**src/rtl/tcw_pkg.sv**
```systemverilog
package tcw_pkg;

    // default screen geometry
    localparam int COLUMNS_DEF = 80;
    localparam int ROWS_DEF    = 25;

    // field widths
    localparam int CMD_W  = 2;
    localparam int CHAR_W = 8;
    localparam int IDX_W  = 11;
    localparam int LOC_W  = 11;
    localparam int CELL_W = 16;

    // command codes
    localparam logic [CMD_W-1:0] CMD_PUT   = 2'd0;
    localparam logic [CMD_W-1:0] CMD_CLEAR = 2'd1;
    localparam logic [CMD_W-1:0] CMD_READ  = 2'd2;

    // cell constants: every cell carries the grey attribute for its whole life
    localparam logic [CHAR_W-1:0] ATTR_BYTE    = 8'h07;
    localparam logic [CHAR_W-1:0] BLANK_CHAR   = 8'h20;
    localparam logic [CHAR_W-1:0] NEWLINE_CHAR = 8'h0A;

    typedef enum logic [2:0] {
        ST_INIT,
        ST_IDLE,
        ST_CLEAR,
        ST_SCROLL,
        ST_DONE
    } t_state;

    typedef enum logic [1:0] {
        WR_NONE,
        WR_PUT,
        WR_SCROLL,
        WR_BLANK
    } t_wr_sel;

    typedef enum logic [1:0] {
        RD_NONE,
        RD_ACCEPT,
        RD_AHEAD
    } t_rd_sel;

    typedef struct packed {
        logic    accept;
        t_wr_sel wr_sel;
        t_rd_sel rd_sel;
        logic    load_out;
    } t_ctrl_cmd;

    typedef struct packed {
        logic sweep_last;
        logic put_scrolls;
        logic out_free;
    } t_dp_status;

endpackage

```
**src/rtl/tcw_ctrl.sv**
```systemverilog
module tcw_ctrl import tcw_pkg::*; (
    input  logic             i_clk,
    input  logic             i_rst_n,
    input  logic             i_in_valid,
    input  logic [CMD_W-1:0] i_command,
    input  t_dp_status       i_status,
    output logic             o_in_ready,
    output t_ctrl_cmd        o_cmd
);

    t_state r_state;
    t_state n_state;

    always_ff @(posedge i_clk) begin
        if (!i_rst_n) begin
            r_state <= ST_INIT;
        end else begin
            r_state <= n_state;
        end
    end

    always_comb begin
        n_state         = r_state;
        o_in_ready      = 1'b0;
        o_cmd.accept    = 1'b0;
        o_cmd.wr_sel    = WR_NONE;
        o_cmd.rd_sel    = RD_NONE;
        o_cmd.load_out  = 1'b0;
        unique case (r_state)
            ST_INIT: begin
                o_cmd.wr_sel = WR_BLANK;
                if (i_status.sweep_last) begin
                    n_state = ST_IDLE;
                end
            end
            ST_IDLE: begin
                o_in_ready = 1'b1;
                if (i_in_valid) begin
                    o_cmd.accept = 1'b1;
                    o_cmd.rd_sel = RD_ACCEPT;
                    priority if (i_command == CMD_PUT) begin
                        o_cmd.wr_sel = WR_PUT;
                        n_state = i_status.put_scrolls ? ST_SCROLL : ST_DONE;
                    end else if (i_command == CMD_CLEAR) begin
                        n_state = ST_CLEAR;
                    end else begin
                        n_state = ST_DONE;
                    end
                end
            end
            ST_CLEAR: begin
                o_cmd.wr_sel = WR_BLANK;
                if (i_status.sweep_last) begin
                    n_state = ST_DONE;
                end
            end
            ST_SCROLL: begin
                o_cmd.wr_sel = WR_SCROLL;
                o_cmd.rd_sel = RD_AHEAD;
                if (i_status.sweep_last) begin
                    n_state = ST_DONE;
                end
            end
            ST_DONE: begin
                if (i_status.out_free) begin
                    o_cmd.load_out = 1'b1;
                    n_state = ST_IDLE;
                end
            end
            default: begin
                n_state = ST_INIT;
            end
        endcase
    end

endmodule

```
**config.mk**
```make
export PLATFORM = sky130hd
export DESIGN_NAME = tcw_ctrl
export DESIGN_NICKNAME = d
export VERILOG_FILES = /design/src/rtl/tcw_pkg.sv /design/src/rtl/tcw_ctrl.sv
export SDC_FILE = /design/constraint.sdc
export NUM_CORES = 1
export LEC_CHECK = 0
export ABC_AREA = 1
export BUFFER_PORTS_ARGS = -buffer_cell sky130_fd_sc_hd__buf_2
export CORE_AREA = 3 3 40 42
export CTS_CLUSTER_SIZE = 8
export DETAILED_ROUTE_END_ITERATION = 10
export DIE_AREA = 0 0 43 45
export GPL_TIMING_DRIVEN = 0
export PLACE_DENSITY = 0.4
export SLEW_MARGIN = 20
export SYNTH_ARGS = -nofsm -noshare
export SYNTH_HDL_FRONTEND = slang
export SYNTH_SLANG_ARGS = --single-unit
```
**constraint.sdc**
```tcl
create_clock -name i_clk -period 1.3 [get_ports i_clk]
set_input_delay 0.26 -clock i_clk [delete_from_list [all_inputs] [get_ports i_clk]]
set_output_delay 0.26 -clock i_clk [all_outputs]
set_load 0.01 [all_outputs]
```
[Yosys cells after proc, flatten, opt, wreduce, memory -nomap -nowiden]
Cells that the tools add are included.
Storage, ports and cells
  bits in registers: 3
  output and inout port bits: 7
  word-level logic and storage cells: 31
Cells by class
  equality and inequality tests: 9
  muxes and demuxes: 16
  reduce and logical (&&, ||, !) cells: 5
Operator list (count)
  $mux W3: 7
  $pmux W3 S4: 1
  $eq A3 B2 Y1 const B: 2
  $ne A2 B2 Y1 const B: 3
  $pmux W2 S3: 1
  $mux W1: 5
  $mux W5: 1
  $pmux W2 S2: 1
  $reduce_and A4 Y1: 1
  $reduce_or A2 Y1: 2
  $eq A3 B1 Y1 const B: 1
  $eq A3 B3 Y1 const B: 1
  $logic_not A3 Y1: 1
  $eq A2 B1 Y1 const B: 1
  $logic_not A2 Y1: 1
  $ne A2 B1 Y1 const B: 1

[Longest topological paths before layout]
Gate-level depths: netlist (run 1).
  word-level depth: 5
  gate-level depth with buffers: 8

[Least setup slack after synthesis (run 1)]
No wires, ideal clock.
  kind: register to output
  start: register r_state[0]
  end: output port o_cmd[5] in the netlist's numbering
  data arrival time: 0.954 ns
  data required time: 1.040 ns
  setup slack: 0.086 ns
  cell stages (with the launch flop): 6
  path buffers: 1
  cell sequence: dfxtp_1 > inv_2 > nor2_2 > nand2_2 > nor2_1 > buf_4
RTL lines
  from (decl): line tcw_ctrl.sv:11  | t_state r_state;
  from (signal assigned): line tcw_ctrl.sv:18  | r_state <= n_state;
  to (decl): line tcw_ctrl.sv:8  | output t_ctrl_cmd o_cmd

==> results.yml, run 1 <==
placement:
  port-buffer-count: 14
  gp_congestion: 0.683
  dp_hpwl_um: 552
floorplan:
  die_w_um: 43
  die_h_um: 45
  placementRows: 13
  core_um2: 1280
  io_pins: 15
  dieArea_um2: 1940
  start_util_pct: 20.8
pwr:
  pwr-share-comb_pct: 68.2
  irDropWorstVdd_mv: 0.955
  p_per_area_nw_per_um2: 2450
  switching_share_pct: 46.3
  power.internal_w: 0.000612
  pwr-share-clk_pct: 14.6
  p_leak_nw: 0.255
  power_frac_seq_pct: 17.2
  switchingPower_w: 0.000527
cells_and_area:
  antennaDiodeCount: 0
  largest_register_ff_count: 3
  post-route-util_pct: 36.1
  top_regs: "r_state (3)"
  areaGrowthSynthToFinish_pct: 73.4
  nNetsFinal: 76
  multi_input_area_um2: 203
  final_layout_size_suffix_gt1_share_pct: 56.7
  fill_cells: 150
  register_area_um2: 63.8
  top_register: "r_state"
synth:
  synth-main-ff-cell: "dfxtp_1"
  syn-num-nets: 53
  synth_top_area_share_pct: 22.4
  ys_ff_latch: 3
  netlist-cell-type-count: 15
  async_flop_share_pct: 0
  seq_area_frac_synth_pct: 22.4
  synth_most_common_cell: "nor2_1"
  syn_inst: 45
  netlist_area_um2: 268
  synth_area_leaders: "dfxtp_1 22%, nor2_1 15%, nand2_1 11%"
  synth_edf_count: 0
  syn_area_per_cell_um2: 5.95
  yosysWarnings: 0
  synth_largest_area_cell: "dfxtp_1"
  synthTopCellsByCount: "11 x nor2_1, 8 x nand2_1, 6 x inv_1, 3 x dfxtp_1, 3 x nand2_2"
cts:
  cts_made_buffers: 3
  clock_path_buffers: 2
  h-tree-depth: 1
  cts_tree: "done"
  cts_root_buf: "clkbuf_4"
  clkSlewWorstSetupHoldPaths_ns: 0.03
  worstSkewPairLatency_ns: 0.24
  cts.sinks: 3
detailed_routing:
  drc: 0
  first_pass_iters: 4
  wire_per_inst_um: 8.60
  vias: 335
  drtIter0Drc: 7
  via_per_inst: 4.09
  drtAntennaViolNets: 0
  routed_wl_um: 705
job:
  maxCapViolCount: 0
sta:
  timing.final.ws_setup_ns: -0.0334
  rsz0062_at_grt: "true"
  tns_ns: -0.0578
  worst_slew_pin_slew_ns: 0.155
  fin_crit_sh_pct: 103
  relSlewSlack_pct: 89.6
  worst_clock_skew_ns: 0.00840
  finalHoldViolations: 0
  setup_viol: 2
  fin_crit_ns: 1.33
  slew_viol_final: 0
  fmax_ghz: 0.750
setup_path:
  crit_top_cell: "nor2_4"
  crit_path_max_incr_delay_ns: 0.34
  slowest_stage: "dfxtp_2"
  worstPathArrival_ns: 1.07
  worstPathBufferInverterCount: 3
  reg2reg_slack_ns: 0.15
  endpoint_kind: "output pin"
  startpoint_type: "register"
  cp_max_fo: 4
  cpLargestDelayFamily: "flip-flops"
  critPathRequiredTime_ns: 1.04
  timing.critical_path.cells: "inv_4 > nor2_4 > nand2_4 > nor2_4 > buf_4 > buf_6"
  critPathKind: "reg -> out"
global_routing:
  grt_first_pass_wirelength_um: 1230
  antenna_found_initial: 0
  grt_use_total_pct: 8.40
  grt_max_degree: 6
  grt_pass1_vias: 319
  grt-ovfl-total: 0
run_status:
  violations: "negative setup slack"
  status: "finished with violations"
worst_hold_path:
  min_path_type: "in -> reg"
==> power groups by stage <==
| stage | Combinational, W | Sequential, W | Clock [W] |
|---|---|---|---|
| 2_1_floorplan | 0.000413 | 0.000166 | 0 |
| 3_3_place_gp | 0.000573 | 0.000170 | 0 |
| 3_5_place_dp | 0.000564 | 0.000170 | 0 |
| 4_1_cts | 0.000690 | 0.000187 | 0.000172 |
| 5_1_grt | 0.000871 | 0.000201 | 0.000177 |
| 6_report | 0.000776 | 0.000196 | 0.000167 |
==> timing repair <==
item,in CTS,in global routing
cloned,0,0
setup endpoints to repair,5,6
hold buffers,0,0
buffers inserted,3,1
resized for setup,10,6
pin swaps,2,1
==> worst min-delay path, cell delays in order <==
cell,delay (ns)
buf_2,0.12
nand2_1,0.06
nor2_1,0.03
==> final cells by class <==
type	instances	share of cell area, %
multi-input cells	33	43.7
repair buffers	18	24.3
flip-flops and latches	3	13.7
inverters	8	7.01
clock buffers	4	5.66
well taps	15	4.04
plain buffers	1	1.62
==> kinds of logic (layout without fill, tap and decap cells) <==
kind of cell | Yosys count | count (layout) | synth area share (%)
simple gates | 30 | 30 | 57.9
compound gates | 3 | 3 | 5.61
buf+inv | 9 | 31 | 14.0
flops | 3 | 3 | 22.4
==> per-layer routing <==
layer / up-vias / GRT usage (%) / wire length [µm]
li1: 180 / - / -
met1: 144 / 9.86 / 289
met2: 11 / 14.4 / 367
met3: 0 / 3.59 / 47
met4: 0 / 1.81 / 0
met5: - / 0 / 0
==> final timing paths <==
check,cells past startpoint,start,endpoint
hold / removal,3,i_rst_n,r_state[1]
hold reg to reg,4,r_state[1],r_state[1]
setup reg to reg,9,r_state[0],r_state[1]
setup / recovery,6,r_state[0],o_cmd[5]
==> cell usage in the layout, fill, tap and decap left out, types with 2 or more instances in the layout <==
cell / n
nand2_1: 7
buf_6: 2
inv_1: 5
o21ai_1: 2
nand3_1: 2
nor2_4: 2
dfxtp_2: 3
buf_4: 5
nor2_1: 9
buf_2: 12
nor3_1: 2
clkbuf_4: 3
nand2_4: 4
inv_2: 2
==> stage by stage <==
stage	total power, W	instances	area, µm²	setup WS [ns]	hold WS, ns
2_1_floorplan	0.000579	45	268	0.0859	0.380
4_1_cts	0.00105	81	437	-0.0535	0.273
3_3_place_gp	0.000743	74	357	0.0263	0.522
3_5_place_dp	0.000735	74	357	0.0546	0.523
5_1_grt	0.00125	82	464	-0.0943	0.298
6_report	0.00114	82	464	-0.0334	0.279
Power figures use the tool's default switching activity.
==> run 2, diff against run 1 <==
--- a/config.mk
+++ b/config.mk
@@ -5,7 +5,6 @@
 export SDC_FILE = /design/constraint.sdc
 export NUM_CORES = 1
 export LEC_CHECK = 0
-export ABC_AREA = 1
 export BUFFER_PORTS_ARGS = -buffer_cell sky130_fd_sc_hd__buf_2
 export CORE_AREA = 3 3 40 42
 export CTS_CLUSTER_SIZE = 8
==> run 2 against run 1 <==
Net effect: the flow still finishes with violations (negative setup slack); clock power decreased by 2%; fmax fell by 8.4%; largest cell class unchanged; clock skew shrank 0.0071 ns.
==> results.yml, run 2 <==
synth:
  synth-main-ff-cell: "dfxtp_1"
  ys_ff_latch: 3
  synthTopCellsByCount: "3 x dfxtp_1, 3 x nor4b_1"
  synth_top_area_share_pct: 22.5
  syn_inst: 33
  yosysWarnings: 0
  syn_area_per_cell_um2: 8.08
  netlist-cell-type-count: 23
  seq_area_frac_synth_pct: 22.5
  synth_area_leaders: "dfxtp_1 23%, nor4b_1 9.9%, nor3b_1 5.6%"
  synth_largest_area_cell: "dfxtp_1"
  synth_edf_count: 0
  syn-num-nets: 41
  netlist_area_um2: 267
  async_flop_share_pct: 0
cells_and_area:
  final_common_cell: "buf_2"
  largest_register_ff_count: 3
  design_area_um2: 472
  final_layout_size_suffix_gt1_share_pct: 58.2
  post-route-util_pct: 36.7
  top_register: "r_state"
  top_regs: "r_state (3)"
  layout_common_cells: "12 x buf_2, 4 x buf_4, 3 x nor4b_1, 3 x buf_6, 3 x clkbuf_4"
  fill_cells: 155
  areaGrowthSynthToFinish_pct: 77.0
  antennaDiodeCount: 0
  nNetsFinal: 64
detailed_routing:
  via_per_inst: 4.80
  drc: 0
  first_pass_iters: 3
  vias: 336
  drtAntennaViolNets: 0
  drtIter0Drc: 7
  routed_wl_um: 871
  wire_per_inst_um: 12.4
cts:
  clkSlewWorstSetupHoldPaths_ns: 0.04
  cts.sinks: 3
  cts_made_buffers: 3
  worstSkewPairLatency_ns: 0.23
  h-tree-depth: 1
  cts_tree: "done"
  clock_path_buffers: 2
  cts_root_buf: "clkbuf_4"
floorplan:
  placementRows: 13
  dieArea_um2: 1940
  core_um2: 1280
  die_h_um: 45
  die_w_um: 43
  io_pins: 15
  start_util_pct: 20.7
sta:
  slew_viol_final: 0
  timing.final.ws_setup_ns: -0.155
  fin_crit_sh_pct: 112
  finalHoldViolations: 0
  setup_viol: 10
  worst_clock_skew_ns: 0.00134
  whs_ns: 0.310
  rsz0062_at_grt: "true"
  tns_ns: -0.874
  fmax_ghz: 0.687
  worst_slew_pin_slew_ns: 0.349
  fin_crit_ns: 1.46
  relSlewSlack_pct: 76.4
global_routing:
  grt-ovfl-total: 0
  grt_first_pass_wirelength_um: 1280
  grt_use_total_pct: 8.91
  grt_pass1_vias: 311
  grt_max_degree: 10
  antenna_found_initial: 0
placement:
  port-buffer-count: 14
  place_area_um2: 375
  gp_congestion: 0.732
pwr:
  pwr-share-clk_pct: 23.5
  switchingPower_w: 0.000243
  irDropWorstVdd_mv: 0.385
  pwr-share-comb_pct: 55.1
  power.internal_w: 0.000453
  p_per_area_nw_per_um2: 1470
  p_leak_nw: 0.199
  switching_share_pct: 34.9
  power_frac_seq_pct: 21.4
run_status:
  violations: "negative setup slack"
  status: "finished with violations"
setup_path:
  cp_max_fo: 4
  startpoint_type: "register"
  critPathKind: "reg -> reg"
  worstPathArrival_ns: 1.57
  critPathRequiredTime_ns: 1.42
  endpoint_kind: "register"
worst_hold_path:
  min_path_type: "in -> reg"
job:
  maxCapViolCount: 0
run 2: cell types whose count changed in the layout (fill, tap and decap cells not counted), moves of 2 or more:
cell / previous run / this run
nor2_4: 2 / 0
inv_1: 5 / 2
nor2_1: 9 / 2
o211ai_1: 0 / 2
nor4b_1: 0 / 3
nand2_4: 4 / 0
nand2_1: 7 / 0
inv_2: 2 / 0
run 2: metal layers:
metal | global-route usage (%) | wire length, µm | share of wire (%) | vias up
met1 | 10.8 | 373 | 43 | 154
li1 | - | - | - | 171
met4 | 7.23 | 0 | 0 | 0
met3 | 1.20 | 59 | 6.8 | 0
met2 | 14.1 | 438 | 50 | 11
met5 | 0 | 0 | 0 | -
run 2: final cells by class:
type | instances | area (µm²) | area share, %
plain buffers | 2 | 26.3 | 5.57
clock buffers | 4 | 26.3 | 5.57
inverters | 2 | 7.51 | 1.59
multi-input cells | 26 | 214 | 45.4
flip-flops and latches | 3 | 66.3 | 14.1
well taps | 15 | 18.8 | 3.98
repair buffers | 18 | 113 | 23.9
run 2: repair_timing:
action	CTS	global route
cloned	0	0
setup buffers	4	0
resized for setup	7	2
setup endpoints to repair	8	10
hold buffers	0	0
pin swaps	3	2
run 2: critical path, cell delays in order (launching register included):
cell and delay (ns):
dfxtp_4 0.34, buf_4 0.14, nor4b_1 0.14, or4_4 0.51, o221a_1 0.22
run 2: cell families after synthesis:
kind of cell    after synthesis  share of synthesized area (%)
mux                           1                           4.23
simple gates                 17                           43.2
compound gates                8                           23.0
flops                         3                           22.5
buf+inv                       4                           7.04
run 2: power by group through the flow:
stage / Clock, W / Combinational [W] / Sequential, W
after detailed placement: 0 / 0.000288 / 0.000150
after global routing: 0.000175 / 0.000416 / 0.000153
after CTS: 0.000173 / 0.000376 / 0.000147
after global placement: 0 / 0.000285 / 0.000149
final: 0.000163 / 0.000383 / 0.000149
after floorplan: 0 / 0.000203 / 0.000139
run 2: path summary, 6_finish.rpt:
path | from | cells past startpoint | slack [ns] | end
worst max-delay path | r_state[2] | 4 | -0.16 | r_state[2]
worst min-delay path | i_rst_n | 2 | 0.31 | r_state[2]
worst max register to register | r_state[2] | 4 | -0.16 | r_state[2]
worst min register to register | r_state[0] | 2 | 0.55 | r_state[0]
run 2: metrics by stage:
stage,total power [W],setup WS [ns],std cells
6_report,0.000696,-0.155,70
5_1_grt,0.000743,-0.212,70
2_1_floorplan,0.000342,-0.0112,33
4_1_cts,0.000696,-0.195,70
3_3_place_gp,0.000433,-0.0671,62
3_5_place_dp,0.000438,-0.0853,62
==> run 3, diff against run 2 <==
--- a/config.mk
+++ b/config.mk
@@ -5,6 +5,7 @@
 export SDC_FILE = /design/constraint.sdc
 export NUM_CORES = 1
 export LEC_CHECK = 0
+export ABC_AREA = 1
 export BUFFER_PORTS_ARGS = -buffer_cell sky130_fd_sc_hd__buf_2
 export CORE_AREA = 3 3 40 42
 export CTS_CLUSTER_SIZE = 8
@@ -12,6 +13,7 @@
 export DIE_AREA = 0 0 43 45
 export GPL_TIMING_DRIVEN = 0
 export PLACE_DENSITY = 0.4
+export RECOVER_POWER = 100
 export SLEW_MARGIN = 20
 export SYNTH_ARGS = -nofsm -noshare
 export SYNTH_HDL_FRONTEND = slang
==> run 3 against run 2 <==
Net effect: the run still ends with negative setup slack left; wire length down 19%; hold slack worse by 0.032 ns; cell count grew 17%; sequential cell count stayed put; final area shrank 4.2%; clock power hardly changed; via count is 0.30% lower; sequential share of layout area rose by 0.069 points; combinational power grew 96%; clock skew is 0.0070 ns higher; highest routed layer unchanged.
==> results.yml, run 3 (synthesis results as in run 1) <==
cts:
  clkSlewWorstSetupHoldPaths_ns: 0.03
  cts_made_buffers: 3
  cts_tree: "done"
  clock_path_buffers: 2
  hold_buffers: 0
  cts.sinks: 3
  cts_root_buf: "clkbuf_4"
  worstSkewPairLatency_ns: 0.24
  h-tree-depth: 1
setup_path:
  startpoint_type: "register"
  critPathRequiredTime_ns: 1.04
  crit_path_max_incr_delay_ns: 0.34
  critPathKind: "reg -> out"
  worstPathBufferInverterCount: 3
  endpoint_kind: "output pin"
  cp_max_fo: 4
  cpLargestDelayFamily: "flip-flops"
  timing.critical_path.cells: "inv_4 > nor2_4 > nand2_4 > nor2_4 > buf_4 > buf_6"
  crit_top_cell: "nor2_4"
  slowest_stage: "dfxtp_2"
  worstPathArrival_ns: 1.07
floorplan:
  start_util_pct: 20.8
  die_w_um: 43
  placementRows: 13
  die_h_um: 45
  io_pins: 15
  core_um2: 1280
  dieArea_um2: 1940
sta:
  fin_crit_sh_pct: 103
  relSlewSlack_pct: 88.0
  timing.final.ws_setup_ns: -0.0333
  worst_clock_skew_ns: 0.00839
  fin_crit_ns: 1.33
  tns_ns: -0.0576
  fmax_ghz: 0.750
  whs_ns: 0.279
  finalHoldViolations: 0
  slew_viol_final: 0
  rsz0062_at_grt: "true"
  setup_viol: 2
  worst_slew_pin_slew_ns: 0.179
cells_and_area:
  largest_register_ff_count: 3
  top_register: "r_state"
  final_common_cell: "buf_2"
  antennaDiodeCount: 0
  instances_no_fill: 82
  post-route-util_pct: 35.2
  final_layout_size_suffix_gt1_share_pct: 55.2
  layout_common_cells: "11 x buf_2, 9 x nor2_1, 7 x nand2_1"
  nNetsFinal: 76
  areaGrowthSynthToFinish_pct: 68.7
  top_regs: "r_state (3)"
global_routing:
  grt_pass1_vias: 319
  grt_use_total_pct: 8.40
  grt-ovfl-total: 0
  grt_first_pass_wirelength_um: 1230
  antenna_found_initial: 0
  grt_max_degree: 6
detailed_routing:
  wire_per_inst_um: 8.61
  via_per_inst: 4.09
  route.met2.wl_um: 369
  first_pass_iters: 4
  route.top_layer_used: "met3"
  vias: 335
  drc: 0
  routed_wl_um: 706
  drtAntennaViolNets: 0
  wl_met1_um: 289
  drtIter0Drc: 7
  wl_met3_um: 47
pwr:
  p_per_area_nw_per_um2: 2460
  irDropWorstVdd_mv: 0.949
  p_leak_nw: 0.249
run_status:
  status: "finished with violations"
  violations: "negative setup slack"
placement:
  dp_cells: 74
  gp_congestion: 0.683
  preCtsSetupSlack_ns: 0.0546
  port-buffer-count: 14
  dp_hpwl_um: 552
worst_hold_path:
  min_path_type: "in -> reg"
job:
  maxCapViolCount: 0
-- run 3: final timing paths --
kind | startpoint | end | slack (ns) | cells after the start
worst min register to register | r_state[1] | r_state[1] | 0.60 | 4
worst max register to register | r_state[0] | r_state[1] | 0.09 | 9
worst max-delay path | r_state[0] | o_cmd[5] | -0.03 | 6
worst min-delay path | i_rst_n | r_state[1] | 0.28 | 3
-- run 3: per-stage QoR --
stage               total power (W)  cell area (µm²)
global placement           0.000743              357
detailed placement         0.000735              357
finish                      0.00111              452
CTS                         0.00105              437
global route                0.00122              452
floorplan                  0.000579              268
-- run 3: cell type report --
cell class                 count  area (µm²)
fill                         150         833
multi-input combinational     33         190
timing repair buffer          18         113
sequential                     3        63.8
inverter                       8        32.5
clock buffer                   4        26.3
tap                           15        18.8
buffer                         1        7.51
-- run 3: power by group --
group / internal, W / switching (W) / leakage (nW)
clock network: 0.000115 / 0.0000513 / 0.0150
registers: 0.000144 / 0.0000517 / 0.0258
logic: 0.000338 / 0.000411 / 0.208
-- run 3: tightest hold or removal path: stages --
cell	delay, ns
buf_2	0.12
nand2_1	0.06
nor2_1	0.03
-- run 3: metal layers --
metal	track usage, %	vias to the layer above
met5	0	-
met4	1.81	0
met3	3.59	0
met2	14.4	11
met1	9.86	145
li1	-	179
-- run 3: timing repair --
| action | in CTS | in global routing |
|---|---|---|
| pin swaps | 2 | 1 |
| gates resized for setup | 10 | 6 |
| endpoints found under the setup margin | 5 | 6 |
| setup buffers | 3 | 1 |
| gates cloned | 0 | 0 |
